$ cat config.mk
export PLATFORM = sky130hd
export DESIGN_NAME = tbdc_queue
export DESIGN_NICKNAME = d
export VERILOG_FILES = /design/src/hdl/assert_macros.svh /design/src/hdl/tbdc_pkg.sv /design/src/hdl/tbdc_queue.sv
export SDC_FILE = /design/constraint.sdc
export NUM_CORES = 1
export LEC_CHECK = 0
export ABC_AREA = 1
export BUFFER_PORTS_ARGS = -buffer_cell sky130_fd_sc_hd__buf_2
export CAP_MARGIN = 20
export CORE_MARGIN = 5
export CORE_UTILIZATION = 35
export CTS_BUF_LIST = sky130_fd_sc_hd__clkbuf_4 sky130_fd_sc_hd__clkbuf_8 sky130_fd_sc_hd__clkbuf_16
export CTS_CLUSTER_DIAMETER = 150
export DETAILED_ROUTE_END_ITERATION = 7
export GPL_ROUTABILITY_DRIVEN = 0
export PLACE_DENSITY = 0.54
export SLEW_MARGIN = 20
export SYNTH_ARGS = -nofsm -noshare
export SYNTH_HDL_FRONTEND = slang
export SYNTH_SLANG_ARGS = --single-unit
$ cat constraint.sdc
create_clock -name clk -period 12 [get_ports clk]
set_input_delay 0.6 -clock clk [delete_from_list [all_inputs] [get_ports clk]]
set_output_delay 0.6 -clock clk [all_outputs]
set_load 0.05 [all_outputs]
$ cat src/hdl/assert_macros.svh
// Assertion macros shared by the combiner RTL.
// No dependencies; define ASSERT_OFF to compile the checks out.
`ifndef ASSERT_MACROS_SVH
`define ASSERT_MACROS_SVH

`ifndef ASSERT_OFF

// cons must hold at the same edge whenever ante holds
`define ASSERT_IMPL(label, clk, rst_n, ante, cons, msg) \
    label: assert property (@(posedge clk) disable iff (!rst_n) (ante) |-> (cons)) \
        else $error(msg);

// cond must never hold
`define ASSERT_NEVER(label, clk, rst_n, cond, msg) \
    label: assert property (@(posedge clk) disable iff (!rst_n) !(cond)) \
        else $error(msg);

`else

`define ASSERT_IMPL(label, clk, rst_n, ante, cons, msg)
`define ASSERT_NEVER(label, clk, rst_n, cond, msg)

`endif

`endif

$ cat src/hdl/tbdc_pkg.sv
// Package for the two-branch diversity combiner: widths, codes, shared types.
// No dependencies.
package tbdc_pkg;

    localparam int SAMPLE_W    = 16;   // Q1.15 samples
    localparam int GAIN_W      = 16;   // Q4.12 power gains
    localparam int SNR_W       = 16;   // Q8.8 linear SNR
    localparam int WEIGHT_FRAC = 15;
    localparam int WEIGHT_W    = WEIGHT_FRAC + 1;   // holds 1.0 exactly
    localparam int PROD_W      = GAIN_W + SNR_W;    // gain * snr
    localparam int DEN_W       = PROD_W + 1;        // a + b
    localparam int REM_W       = DEN_W + 1;         // shifted partial remainder
    localparam int CNT_W       = $clog2(WEIGHT_W);

    localparam logic [WEIGHT_W-1:0] WEIGHT_HALF = {2'b01, {(WEIGHT_W-2){1'b0}}};
    localparam logic [SNR_W-1:0]    SNR_RESET   = SNR_W'(256);

    localparam int QUEUE_DEPTH = 2;
    localparam int QPTR_W      = $clog2(QUEUE_DEPTH);

    // APB register port
    localparam int ADDR_W = 5;
    localparam int DATA_W = 32;
    localparam int IDX_W  = ADDR_W - 2;

    typedef enum logic [IDX_W-1:0] {
        REG_PER_SAMPLE = 3'd0,
        REG_EQUAL_GAIN = 3'd1,
        REG_SD_SNR     = 3'd2,
        REG_RD_SNR     = 3'd3,
        REG_RELAY_X4   = 3'd4
    } cfg_reg_t;

    // What the back end does with one item
    typedef enum logic [2:0] {
        OP_PASS        = 3'd0,   // relay only, pass the relay sample through
        OP_COMPUTE     = 3'd1,   // per-sample weights, state untouched
        OP_LATCH       = 3'd2,   // packet start, computed weights latched
        OP_LATCH_EQUAL = 3'd3,   // packet start, 0.5/0.5 latched
        OP_HELD        = 3'd4    // held weights and gain
    } op_t;

    typedef struct packed {
        logic              per_sample;
        logic              equal_gain;
        logic [SNR_W-1:0]  sd_snr;
        logic [SNR_W-1:0]  rd_snr;
        logic              relay_x4;
    } cfg_t;

    typedef struct packed {
        logic signed [SAMPLE_W-1:0] src_re;
        logic signed [SAMPLE_W-1:0] src_im;
        logic signed [SAMPLE_W-1:0] relay_re;
        logic signed [SAMPLE_W-1:0] relay_im;
        logic [GAIN_W-1:0]          sd_gain;
        logic [GAIN_W-1:0]          rd_gain;
    } item_t;

    typedef struct packed {
        op_t   op;
        item_t item;
    } entry_t;

    typedef struct packed {
        logic valid;
        logic full;
    } q_stat_t;

    typedef struct packed {
        logic             start;
        logic [DEN_W-1:0] den;
    } div_req_t;

    typedef struct packed {
        logic busy;
        logic done;
    } div_stat_t;

    typedef struct packed {
        logic idle;
        logic wait_div;
    } back_stat_t;

endpackage

$ cat src/hdl/tbdc_queue.sv
// Short FIFO of classified items between the front end and the back end.
// Depends on tbdc_pkg.
module tbdc_queue
    import tbdc_pkg::*;
(
    input  logic    clk,
    input  logic    rst_n,
    input  logic    push,
    input  entry_t  push_entry,
    input  logic    pop,
    output entry_t  pop_entry,
    output q_stat_t stat
);

    entry_t            mem_reg [QUEUE_DEPTH];
    logic [QPTR_W-1:0] wr_ptr_reg, rd_ptr_reg;
    logic [QPTR_W:0]   count_reg;

    always_ff @(posedge clk or negedge rst_n)
    begin
        if (!rst_n)
        begin
            wr_ptr_reg <= '0;
            rd_ptr_reg <= '0;
            count_reg  <= '0;
        end
        else
        begin
            if (push)
            begin
                wr_ptr_reg <= wr_ptr_reg + 1'b1;
            end
            if (pop)
            begin
                rd_ptr_reg <= rd_ptr_reg + 1'b1;
            end
            if (push && !pop)
            begin
                count_reg <= count_reg + 1'b1;
            end
            else if (pop && !push)
            begin
                count_reg <= count_reg - 1'b1;
            end
        end
    end

    always_ff @(posedge clk)
    begin
        if (push)
        begin
            mem_reg[wr_ptr_reg] <= push_entry;
        end
    end

    assign pop_entry  = mem_reg[rd_ptr_reg];
    assign stat.valid = count_reg != '0;
    assign stat.full  = count_reg == (QPTR_W + 1)'(QUEUE_DEPTH);

endmodule

# After elaboration in Yosys (flattened, before gate mapping)
# Memories as Yosys holds them, arrays and structs flattened.
# Cells that the tools add are included.
# totals
register_bits,4
ramBits,198
out_inout_bits,101
mem_count,1
# memory_table
name,depth,width,rd,rd_ports_with_merged_regs,write_ports,line,source
mem_reg,2,99,1,0,1,tbdc_queue.sv:15,entry_t mem_reg [QUEUE_DEPTH];
# op_classes
n_addsub,4
eq_ne,1
muxes,4
n_reduce_logical,6
# op_table
op,n
2-to-1 mux 2 bit,2
nonzero test 2 bit,2
"adder 1 bit, second input constant",2
"adder 2 x 1 -> 2 bit, second input constant",1
"equality test 2 bit, second input constant",1
logical AND 1 bit,2
logical NOT 1 bit,2
2-to-1 mux 1 bit,2
"subtractor 2 x 1 -> 2 bit, second input constant",1

# Longest topological paths before layout
# depth
ltp_word,4
mapped_depth,7

# Worst setup path after synthesis
# No wires, ideal clock.
# synth_path
kind,input-to-reg
from,input push
to,memory mem_reg[0][0] (netlist name) (enable)
setup_ns,0.560
arrival_time_ns,4.784
slack_ns,6.656
stages,2
n_path_buf,0
path_cell_list,inv_1 > nor2_1
# synth_between
elab_chain_cells,2
# synth_rtl
item,line,source
"start, declared",tbdc_queue.sv:8,"input logic push,"
2-to-1 mux 1 bit,tbdc_queue.sv:50,if (push)
2-to-1 mux 1 bit (implied by the code),tbdc_queue.sv:52,mem_reg[wr_ptr_reg] <= push_entry;
"end, declared",tbdc_queue.sv:15,
# No other way between the ends.

==> out/metrics.yaml <==
yosys:
  synth_area_sq_um: 7850
  synthCells: 333
  synth.net_count: 437
  synth.most_common_cell: "edfxtp_1"
  ys_top_cells_by_count: "198 x edfxtp_1, 99 x mux2_4, 10 x buf_12"
  synthArstFlopShare_pct: 1.98
  yosys-top-cells-area: "edfxtp_1 76%, mux2_4 19%, buf_12 2.6%"
  synth_top_area_cell: "edfxtp_1"
  synth_edf_count: 198
  yosysSeqAreaShare_pct: 77.0
  netlist.area_leader.share_pct: 75.7
  ys_ff_latch: 202
  synth_warnings: 0
  synth_cell_types: 13
  synth_ff_type: "edfxtp_1"
  syn_avg_cell_area_sq_um: 23.6
clock_network:
  root_buffer: "clkbuf_16"
  ctsHoldBuffers: 1
  cts_inserted_buffers: 23
  clock_path_buffers: 3
  worstSkewPairLatency_ps: 500
  cts_tree: "done"
  clock_sinks: 202
  path_clk_slew_ps: 60
  cts_setup_buffers: 0
  cts_max_level: 1
  cts_resized: 0
global_route:
  antenna_found_initial: 1
  grt_max_degree: 59
  grt_overflow: 0
  grt_pass1_vias: 4141
  track_usage_pct: 10.9
  grt_pass1_wl_mm: 22.4
timing:
  setup_viol: 0
  fin_crit_sh_pct: 30.5
  fmax_mhz: 273
  finalCriticalPeriod_ps: 3660
  clock_skew_ps: 20.5
  slew_headroom_pct: 28.2
  worst_pin_slew_ps: 1080
  fin_setup_tns_ps: 0
  hold_violations: 0
  grt_setup_unrepaired: "false"
  slew_violations: 0
layout:
  largest_register_ffs: 198
  syn_to_final_growth_pct: 23.9
  nets: 659
  antenna-diode-count: 0
  finalInstanceArea_sq_um: 9730
  drive_gt1_share_pct: 59.9
  finish.utilization_pct: 44.3
  num-fill-cells: 1910
pwr:
  p_leak_nw: 3.95
  vdd_drop_max_mv: 0.164
  p_per_area_nw_per_um2: 283
floorplanning:
  dieHeight_um: 160
  start_util_pct: 35.7
  die_area_sq_um: 25500
  rows: 54
  dieWidth_um: 160
  ioPinCount: 204
  core_area_sq_um: 22000
placement:
  placed_cell_area_sq_um: 9050
  portBuffers: 203
  hpwlAfterDp_mm: 9.97
routing:
  drcViolationCount: 0
  drt_iter0_markers: 125
  wl_per_cell_um: 17.3
  avgViaCountPerCell: 4.46
  finalWirelength_mm: 14.7
  dr.pass1.iters: 4
  ant_nets: 0
  via_count: 3774
critical_path:
  start_kind: "flip-flop"
  crit_arrival_ps: 3060
  cp.depth: 3
  critPathKind: "reg2out"
  worst-path-buf-inv: 2
  worstPathRequired_ps: 11400
  ff2ff_path_depth: 3
  cp_max_fo: 58
  slowest_stage: "dfrtp_4"
  critical_path.top_delay_family: "buffers and inverters"
  endpoint_kind: "primary output"
  worstPathCellList: "buf_4 -> mux2_4 -> buf_2"
  slowest_delay_ps: 960
job:
  max-cap-violations: 0
status:
  status: "finished, final reports clean"
min_path:
  hp-class: "in2reg"
  whs_path_depth: 1
per-stage QoR:
stage | instances | total power [mW] | setup slack [ps] | hold slack, ps
after CTS | 846 | 2.80 | 8270 | 259
after global routing | 846 | 2.88 | 8170 | 263
after floorplan | 333 | 2.01 | 6660 | 304
final | 846 | 2.75 | 8340 | 286
after global placement | 809 | 2.16 | 8850 | 408
after detailed placement | 809 | 2.17 | 8820 | 411
final timing paths:
kind,startpoint,end,slack [ps]
max,rd_ptr_reg,pop_entry[79],8340
min,push_entry[81],mem_reg[1][81],290
max reg2reg,wr_ptr_reg,mem_reg[1][32],9890
min reg2reg,count_reg[1],count_reg[1],480
max in group asynchronous,rst_n,rd_ptr_reg,11400
min in group asynchronous,rst_n,count_reg[0],460
metal layers:
layer  GRT usage, %  vias to the layer above  share of wire, %
li1               -                     1752                 -
met1           13.3                     1831                41
met2           18.1                      153                48
met3           3.87                       36               8.1
met4           3.63                        2               3.3
met5              0                        -             0.089
where the power goes:
group	internal, mW	switching, mW	leakage (nW)
Sequential	0.939	0.0743	1.90
Clock	0.371	0.251	0.329
Combinational	0.365	0.755	1.71
Total	1.67	1.08	3.95
final cells by class:
class                   count  area, sq um  area share, %
clock inverters            11         78.8          0.810
inverters                   7         28.8          0.296
flip-flops and latches    202         6050           62.2
well taps                 280          350           3.60
repair buffers            208         1060           10.9
multi-input cells         113         1570           16.2
clock buffers              25          591           6.07
layout by cell type, fill, tap and decap left out, drive strengths merged:
cell type,netlist,layout
mux2,99,99
xnor2,1,1
inv,7,8
buf,11,207
ha,1,1
edfxtp,198,198
clkinv,0,8
clkinvlp,0,1
nor2,2,2
nand4,1,1
xor2,2,2
nand3,1,1
nand2,6,6
dlygate4sd3,0,1
bufinv,0,1
dfrtp,4,4
clkbuf,0,25
kinds of logic (layout without fill, tap and decap cells):
family                   after synthesis  after routing  share of synthesized area (%)
multiplexers                          99             99                           18.9
flip-flops                           202            202                           77.0
buffers and inverters                 18            251                           3.03
adder cells (fa/ha/maj)                1              1                          0.159
XOR/XNOR                               3              3                          0.335
AND/OR/NAND/NOR                       10             10                          0.526
No activity file was read; power rests on OpenSTA's default activity.
