==> config.mk <==
export PLATFORM = sky130hd
export DESIGN_NAME = tbdc_div
export DESIGN_NICKNAME = d
export VERILOG_FILES = /design/src/hdl/assert_macros.svh /design/src/hdl/tbdc_pkg.sv /design/src/hdl/tbdc_div.sv
export SDC_FILE = /design/constraint.sdc
export NUM_CORES = 1
export LEC_CHECK = 0
export BUFFER_PORTS_ARGS = -buffer_cell sky130_fd_sc_hd__buf_2
export CORE_UTILIZATION = 60
export CTS_CLUSTER_SIZE = 40
export DETAILED_ROUTE_END_ITERATION = 7
export HOLD_SLACK_MARGIN = 0.06
export PLACE_DENSITY = 0.83
export SYNTH_ARGS = -nofsm -noshare
export SYNTH_HDL_FRONTEND = slang
export SYNTH_SLANG_ARGS = --single-unit
==> constraint.sdc <==
create_clock -name clk -period 12.7 [get_ports clk]
set_clock_uncertainty 0.15 [all_clocks]
set_input_delay 2.54 -clock clk [delete_from_list [all_inputs] [get_ports clk]]
set_output_delay 2.54 -clock clk [all_outputs]
set_load 0.01 [all_outputs]
==> src/hdl/assert_macros.svh <==
// Assertion macros shared by the combiner RTL.
// No dependencies; define ASSERT_OFF to compile the checks out.
`ifndef ASSERT_MACROS_SVH
`define ASSERT_MACROS_SVH

`ifndef ASSERT_OFF

// cons must hold at the same edge whenever ante holds
`define ASSERT_IMPL(label, clk, rst_n, ante, cons, msg) \
    label: assert property (@(posedge clk) disable iff (!rst_n) (ante) |-> (cons)) \
        else $error(msg);

// cond must never hold
`define ASSERT_NEVER(label, clk, rst_n, cond, msg) \
    label: assert property (@(posedge clk) disable iff (!rst_n) !(cond)) \
        else $error(msg);

`else

`define ASSERT_IMPL(label, clk, rst_n, ante, cons, msg)
`define ASSERT_NEVER(label, clk, rst_n, cond, msg)

`endif

`endif

==> src/hdl/tbdc_pkg.sv <==
// Package for the two-branch diversity combiner: widths, codes, shared types.
// No dependencies.
package tbdc_pkg;

    localparam int SAMPLE_W    = 16;   // Q1.15 samples
    localparam int GAIN_W      = 16;   // Q4.12 power gains
    localparam int SNR_W       = 16;   // Q8.8 linear SNR
    localparam int WEIGHT_FRAC = 15;
    localparam int WEIGHT_W    = WEIGHT_FRAC + 1;   // holds 1.0 exactly
    localparam int PROD_W      = GAIN_W + SNR_W;    // gain * snr
    localparam int DEN_W       = PROD_W + 1;        // a + b
    localparam int REM_W       = DEN_W + 1;         // shifted partial remainder
    localparam int CNT_W       = $clog2(WEIGHT_W);

    localparam logic [WEIGHT_W-1:0] WEIGHT_HALF = {2'b01, {(WEIGHT_W-2){1'b0}}};
    localparam logic [SNR_W-1:0]    SNR_RESET   = SNR_W'(256);

    localparam int QUEUE_DEPTH = 2;
    localparam int QPTR_W      = $clog2(QUEUE_DEPTH);

    // APB register port
    localparam int ADDR_W = 5;
    localparam int DATA_W = 32;
    localparam int IDX_W  = ADDR_W - 2;

    typedef enum logic [IDX_W-1:0] {
        REG_PER_SAMPLE = 3'd0,
        REG_EQUAL_GAIN = 3'd1,
        REG_SD_SNR     = 3'd2,
        REG_RD_SNR     = 3'd3,
        REG_RELAY_X4   = 3'd4
    } cfg_reg_t;

    // What the back end does with one item
    typedef enum logic [2:0] {
        OP_PASS        = 3'd0,   // relay only, pass the relay sample through
        OP_COMPUTE     = 3'd1,   // per-sample weights, state untouched
        OP_LATCH       = 3'd2,   // packet start, computed weights latched
        OP_LATCH_EQUAL = 3'd3,   // packet start, 0.5/0.5 latched
        OP_HELD        = 3'd4    // held weights and gain
    } op_t;

    typedef struct packed {
        logic              per_sample;
        logic              equal_gain;
        logic [SNR_W-1:0]  sd_snr;
        logic [SNR_W-1:0]  rd_snr;
        logic              relay_x4;
    } cfg_t;

    typedef struct packed {
        logic signed [SAMPLE_W-1:0] src_re;
        logic signed [SAMPLE_W-1:0] src_im;
        logic signed [SAMPLE_W-1:0] relay_re;
        logic signed [SAMPLE_W-1:0] relay_im;
        logic [GAIN_W-1:0]          sd_gain;
        logic [GAIN_W-1:0]          rd_gain;
    } item_t;

    typedef struct packed {
        op_t   op;
        item_t item;
    } entry_t;

    typedef struct packed {
        logic valid;
        logic full;
    } q_stat_t;

    typedef struct packed {
        logic             start;
        logic [DEN_W-1:0] den;
    } div_req_t;

    typedef struct packed {
        logic busy;
        logic done;
    } div_stat_t;

    typedef struct packed {
        logic idle;
        logic wait_div;
    } back_stat_t;

endpackage

==> src/hdl/tbdc_div.sv <==
// Restoring divider for branch weights: floor(num * 2^15 / den), num <= den.
// One quotient bit per cycle. Depends on tbdc_pkg.
module tbdc_div
    import tbdc_pkg::*;
(
    input  logic                clk,
    input  logic                rst_n,
    input  div_req_t            req,
    input  logic [PROD_W-1:0]   num,
    output div_stat_t           stat,
    output logic [WEIGHT_W-1:0] quot
);

    logic                busy_reg, busy_next;
    logic                done_reg, done_next;
    logic [CNT_W-1:0]    cnt_reg, cnt_next;
    logic [REM_W-1:0]    rem_reg, rem_next;
    logic [DEN_W-1:0]    den_reg;
    logic [WEIGHT_W-1:0] quot_reg, quot_next;
    logic [REM_W-1:0]    trial;
    logic                ge;

    // first step yields the integer bit (num <= den), later steps shift in zeros
    assign trial = (cnt_reg == '0) ? rem_reg : {rem_reg[REM_W-2:0], 1'b0};
    assign ge    = trial >= {1'b0, den_reg};

    always_comb
    begin
        busy_next = busy_reg;
        done_next = 1'b0;
        cnt_next  = cnt_reg;
        rem_next  = rem_reg;
        quot_next = quot_reg;
        if (req.start)
        begin
            busy_next = 1'b1;
            cnt_next  = '0;
            rem_next  = REM_W'(num);
            quot_next = '0;
        end
        else if (busy_reg)
        begin
            rem_next  = ge ? trial - {1'b0, den_reg} : trial;
            quot_next = {quot_reg[WEIGHT_W-2:0], ge};
            cnt_next  = cnt_reg + 1'b1;
            if (cnt_reg == CNT_W'(WEIGHT_W - 1))
            begin
                busy_next = 1'b0;
                done_next = 1'b1;
            end
        end
    end

    always_ff @(posedge clk or negedge rst_n)
    begin
        if (!rst_n)
        begin
            busy_reg <= 1'b0;
            done_reg <= 1'b0;
            cnt_reg  <= '0;
        end
        else
        begin
            busy_reg <= busy_next;
            done_reg <= done_next;
            cnt_reg  <= cnt_next;
        end
    end

    always_ff @(posedge clk)
    begin
        rem_reg  <= rem_next;
        quot_reg <= quot_next;
        if (req.start)
        begin
            den_reg <= req.den;
        end
    end

    assign stat.busy = busy_reg;
    assign stat.done = done_reg;
    assign quot      = quot_reg;

endmodule

======== Yosys cells after proc, flatten, opt, wreduce, memory -nomap -nowiden ========
Index checks and enable logic that the tools add are counted.
cells by class
  add/sub/neg operators ................... 2
  equality and inequality tests ........... 1
  reductions and logical operators ........ 2
  order comparisons ....................... 1
  muxes and demuxes ....................... 12
operators with widths
  cell                                          number
  two-way mux 34 bit                            2
  two-way mux 32 bit                            2
  greater-or-equal comparator 34 x 33 -> 1 bit  1
  subtractor 34 x 33 -> 34 bit                  1
  two-way mux 4 bit                             2
  two-way mux 1 bit                             6
  adder 4 x 1 -> 4 bit, second input constant   1
  == test 4 bit, second input constant          1
  logical NOT 4 bit                             1
  nonzero test 2 bit                            1
word-level totals
  logic and storage cells ................. 25
  output and inout bits ................... 18
  register bits after elaboration ......... 89

======== Logic depth before layout (Yosys ltp) ========
  depth in word-level cells ............... 6
  depth in mapped cells ................... 18
  gate-level depth less buffers ........... 15

======== Worst setup path before layout ========
OpenSTA, ideal clock, no wires.
  path type ............................... input port to flip-flop
  from .................................... in req[33] (netlist name)
  to ...................................... reg rem_reg[0], enable pin
  path buffers ............................ 2
  setup time .............................. 478 ps
  arrival time ............................ 3818 ps
  path slack .............................. 8254 ps
  stages on the path ...................... 4
  data required time ...................... 12072 ps
  path through ............................ clkinv_1 -> clkbuf_1 -> clkbuf_1 -> nand2_1
between the ends
  longest elaborated chain between the ends .. 1
ends and longest elaborated chain
  what                          line            text
  from (decl)                   tbdc_div.sv:8   input div_req_t req,
  nonzero test 2 bit (no line)  n/a
  to (signal assigned)          tbdc_div.sv:72  rem_reg <= rem_next;
  to (decl)                     tbdc_div.sv:17  logic [REM_W-1:0] rem_reg, rem_next;
No other way between the ends.
A chain may end at the register's enable or synchronous reset.

======== Worst setup path after layout ========
  from .................................... reg cnt_reg[0]
  to ...................................... reg rem_reg[5] (data pin)
between the ends
  longest elaborated chain between the ends .. 6
ends and longest elaborated chain
  what                                                                                                 line                            text
  from (decl)                                                                                          tbdc_div.sv:16                  logic [CNT_W-1:0] cnt_reg, cnt_next;
  from (signal assigned)                                                                               tbdc_div.sv:66                  cnt_reg <= cnt_next;
  logical NOT 4 bit *                                                                                  tbdc_div.sv:24                  assign trial = (cnt_reg == '0) ? rem_reg : {rem_reg[REM_W-2:0], 1'b0};
  two-way mux 34 bit *                                                                                 tbdc_div.sv:24
  subtractor 34 x 33 -> 34 bit / greater-or-equal comparator 34 x 33 -> 1 bit (equally long branches)  tbdc_div.sv:43, tbdc_div.sv:25
  two-way mux 34 bit *                                                                                 tbdc_div.sv:43                  rem_next = ge ? trial - {1'b0, den_reg} : trial;
  two-way mux 32 bit *                                                                                 tbdc_div.sv:41                  else if (busy_reg)
  two-way mux 32 bit *                                                                                 tbdc_div.sv:34                  if (req.start)
  named net rem_next[5]                                                                                tbdc_div.sv:17
Mark *: on every way through the listed nets, which the timed path passes. The rest lies on a longest branch. The select of a mux whose other input is x is not followed.

==> reports/metrics.cfg <==
[timing]
final_max_slew_viol_count=0
worst_pin_slew_ns=1.09
time_the_worst_path_needs_with_i_o_delays_and_setup_ns=5.21
grt_setup_unrepaired=no
fin_crit_sh_pct=41.0
maxSlewHeadroom_pct=27.4
clock.fmax_ghz=0.192
setup_viol_count_final=0
hold-worst-slack_ns=0.358
fin_tns_setup_ns=0
final-hold-violation-count=0

[final_layout]
final_layout_size_suffix_gt1_share_pct=22.2
insertedDiodeCount=0
final_nets=801
post-route-util_pct=68.7
area.growth.synth_to_final_pct=11.2
largest_register_ff_count=34
finish.cell_count_without_fillers=835

[detailed_routing]
drt_wl_total_microns=13300
average_wire_length_per_cell_after_detail_routing_microns=16.0
remaining_drc_errors=0
routed_via_density=5.84
routed-via-count=4880
drtIter0Drc=309
drt_pre_antenna_iters=5
final_antenna_net_count=0

[synthesis]
synth.cell_area_sq_um=6010
synth_edf_count=65
yosys_most_used_dff=edfxtp_1
yosys.area_share.xor_xnor_pct=3.94
async_reset_ff_share_pct=6.74
synth.net_count=730
largest_family_of_logic_cells_by_synthesized_area=compound AO/OA/AOI/OAI gates
ys_ff_latch=89
yosys.area_share.adder_pct=7.62
synthesis.yosys.warnings=0
synth-simple-area-share_pct=12.9
compound_cell_area_share_of_the_yosys_netlist_pct=18.4
synth_mux_area_share_pct=10.1
yosysSeqAreaShare_pct=41.0
post_synthesis_mean_instance_area_sq_um=9.60
post_synth_num_cell_types=63
count_of_mapped_cells_out_of_synthesis=626

[placed_design]
detailed_place_hpwl_microns=9520
placedCellCount=819
gp_congestion=0.888
count_of_input_and_output_buffers=85

[pwr]
ir_drop_mv=0.107
leakagePower_uw=0.00299
power-per-cell-area_nw_per_um2=246

[global_routing]
grt_pass1_vias=4825
grt_first_pass_wirelength_microns=21800
grt_antenna_before_repair=0
grt_util_all_layers_pct=26.9
globalRouteOverflowTotal=0
largest_net_degree_at_the_start_of_global_routing=85

[run]
maxCapViolations=0

[setup_path]
max_fo_critical_path=34
startpoint_type=register
timing.critical_path.required_ns=12.69
worstSetupEndpointType=register
endpoint_arrival_time_on_the_critical_path_ns=5.20
worst-setup-path-type=reg -> reg

[floorplanning]
die_width_microns=102
start_util_pct=61.7
core_region_area_sq_um=9730
num_io_pins=86
die-height_microns=102
rows=36
die_area_sq_um=10400

[clock_network]
setup_fix_bufs_post_cts=0
cts_buffers=9
clock_sink_count=89
clk_root_buffer_cell=clkbuf_8
post_cts_hold_buffer_count=0
cts_tree=built
cts_max_path_buffers=2
clk-insertion-delay-late_ns=0.40
ctsHtreeMaxLevel=3
cts.reportedPaths.clkPinSlew_ns=0.12
cts_repair_resize_count=0

[worst_hold_path]
hold_path_class=reg -> reg

[outcome]
status=completed

## metal layers
layer / part of all wire (%) / routed length (microns) / GRT usage [%]
met1: 45 / 6010 / 34.4
met2: 47 / 6220 / 44.2
met3: 6.6 / 877 / 5.75
met4: 1.8 / 243 / 11.4
met5: 0 / 0 / 0
## layout by cell type (no fill, tap or decap), types with 3 or more instances in the layout
cell type,Yosys,routed
mux2_2,35,35
o21ai_1,5,5
o211ai_1,8,8
a211oi_1,4,4
dfrtp_1,6,6
a21o_1,9,9
a21oi_1,50,50
nor2_1,57,57
xnor2_1,19,19
edfxtp_1,65,65
o31ai_1,3,3
o21ai_0,22,22
a31oi_1,14,14
or2_2,3,3
xor2_1,8,8
buf_4,3,6
and3_1,7,7
dfxtp_1,18,18
nand3_1,8,8
buf_2,7,85
nand2_1,61,61
clkbuf_8,0,9
o21bai_1,7,7
inv_1,51,51
nor3_1,12,12
mux2i_1,20,20
inv_8,0,4
or3_1,4,4
o21a_1,16,16
ha_1,35,35
nand2b_1,3,3
nand4_1,7,7
## where the power goes
group	total (uW)	switching, uW	internal, uW
Sequential	434	33.6	400
Combinational	1010	583	424
Clock	205	125	79.3
## kinds of logic (layout without fill, tap and decap cells)
kind of cell,after synthesis,in the layout
AO/OA/AOI/OAI,165,165
XOR/XNOR,27,27
adder cells (fa/ha/maj),36,36
buffers and inverters,83,159
flip-flops,89,89
multiplexers,56,56
AND/OR/NAND/NOR,170,170
## cell usage after synthesis, types with 3 or more instances
| master | count | area (sq um) |
|---|---|---|
| or3_1 | 4 | 25.0 |
| o21bai_1 | 7 | 52.6 |
| nand2b_1 | 3 | 18.8 |
| o31ai_1 | 3 | 22.5 |
| or2_2 | 3 | 18.8 |
| a31oi_1 | 14 | 87.6 |
| inv_1 | 51 | 191 |
| buf_4 | 3 | 22.5 |
| nand2_1 | 61 | 229 |
| mux2_2 | 35 | 394 |
| a21o_1 | 9 | 67.6 |
| a211oi_1 | 4 | 30.0 |
| edfxtp_1 | 65 | 1950 |
| o21ai_1 | 5 | 25.0 |
| and3_1 | 7 | 43.8 |
| nor3_1 | 12 | 60.1 |
| buf_6 | 4 | 45.0 |
| nand4_1 | 7 | 43.8 |
| a21oi_1 | 50 | 250 |
| o21ai_0 | 22 | 110 |
| buf_2 | 7 | 35.0 |
| ha_1 | 35 | 438 |
| xor2_1 | 8 | 70.1 |
| dfrtp_1 | 6 | 150 |
| dfxtp_1 | 18 | 360 |
| mux2i_1 | 20 | 200 |
| nor2_1 | 57 | 214 |
| o21a_1 | 16 | 120 |
| nand3_1 | 8 | 40.0 |
| o211ai_1 | 8 | 60.1 |
| xnor2_1 | 19 | 166 |
| clkbuf_1 | 16 | 60.1 |
## cell type report
class / count / area (sq um)
multi-input cells: 454 / 3180
flip-flops and latches: 89 / 2460
inverters: 52 / 195
repair buffers: 91 / 470
clock inverters: 7 / 78.8
fillers: 789 / 3050
clock buffers: 9 / 124
well taps: 133 / 166
## worst max-delay path, stage by stage (launching register included)
cell	delay [ns]
dfrtp_1	0.43
inv_1	0.07
ha_1	0.14
nor3b_4	0.16
buf_4	0.43
mux2_2	0.44
fa_1	0.44
a21o_1	0.22
a22o_1	0.23
o21ai_1	0.29
o21ai_1	0.24
a311oi_4	0.88
buf_4	0.40
o31ai_1	0.11
mux2_2	0.30
## path summary, 6_finish.rpt
path	cells after the start	start	to	slack [ns]
worst min register to register	2	quot[0]	quot[0]	0.36
worst max-delay path	14	cnt_reg[0]	rem_reg[5]	7.49
worst min-delay path	2	quot[0]	quot[0]	0.36
min in group asynchronous	1	rst_n	cnt_reg[1]	1.79
max in group asynchronous	1	rst_n	busy_reg	10.47
worst max register to register	14	cnt_reg[0]	rem_reg[5]	7.49
## stage by stage
| step | setup slack, ns | power (uW) | instance area [sq um] |
|---|---|---|---|
| floorplan | 8.25 | 1240 | 6010 |
| global placement | 7.48 | 1380 | 6480 |
| detailed placement | 7.39 | 1420 | 6480 |
| CTS | 7.54 | 1630 | 6680 |
| global route | 7.21 | 1770 | 6680 |
| finish | 7.49 | 1650 | 6680 |
No activity file was read; power rests on OpenSTA's default activity.
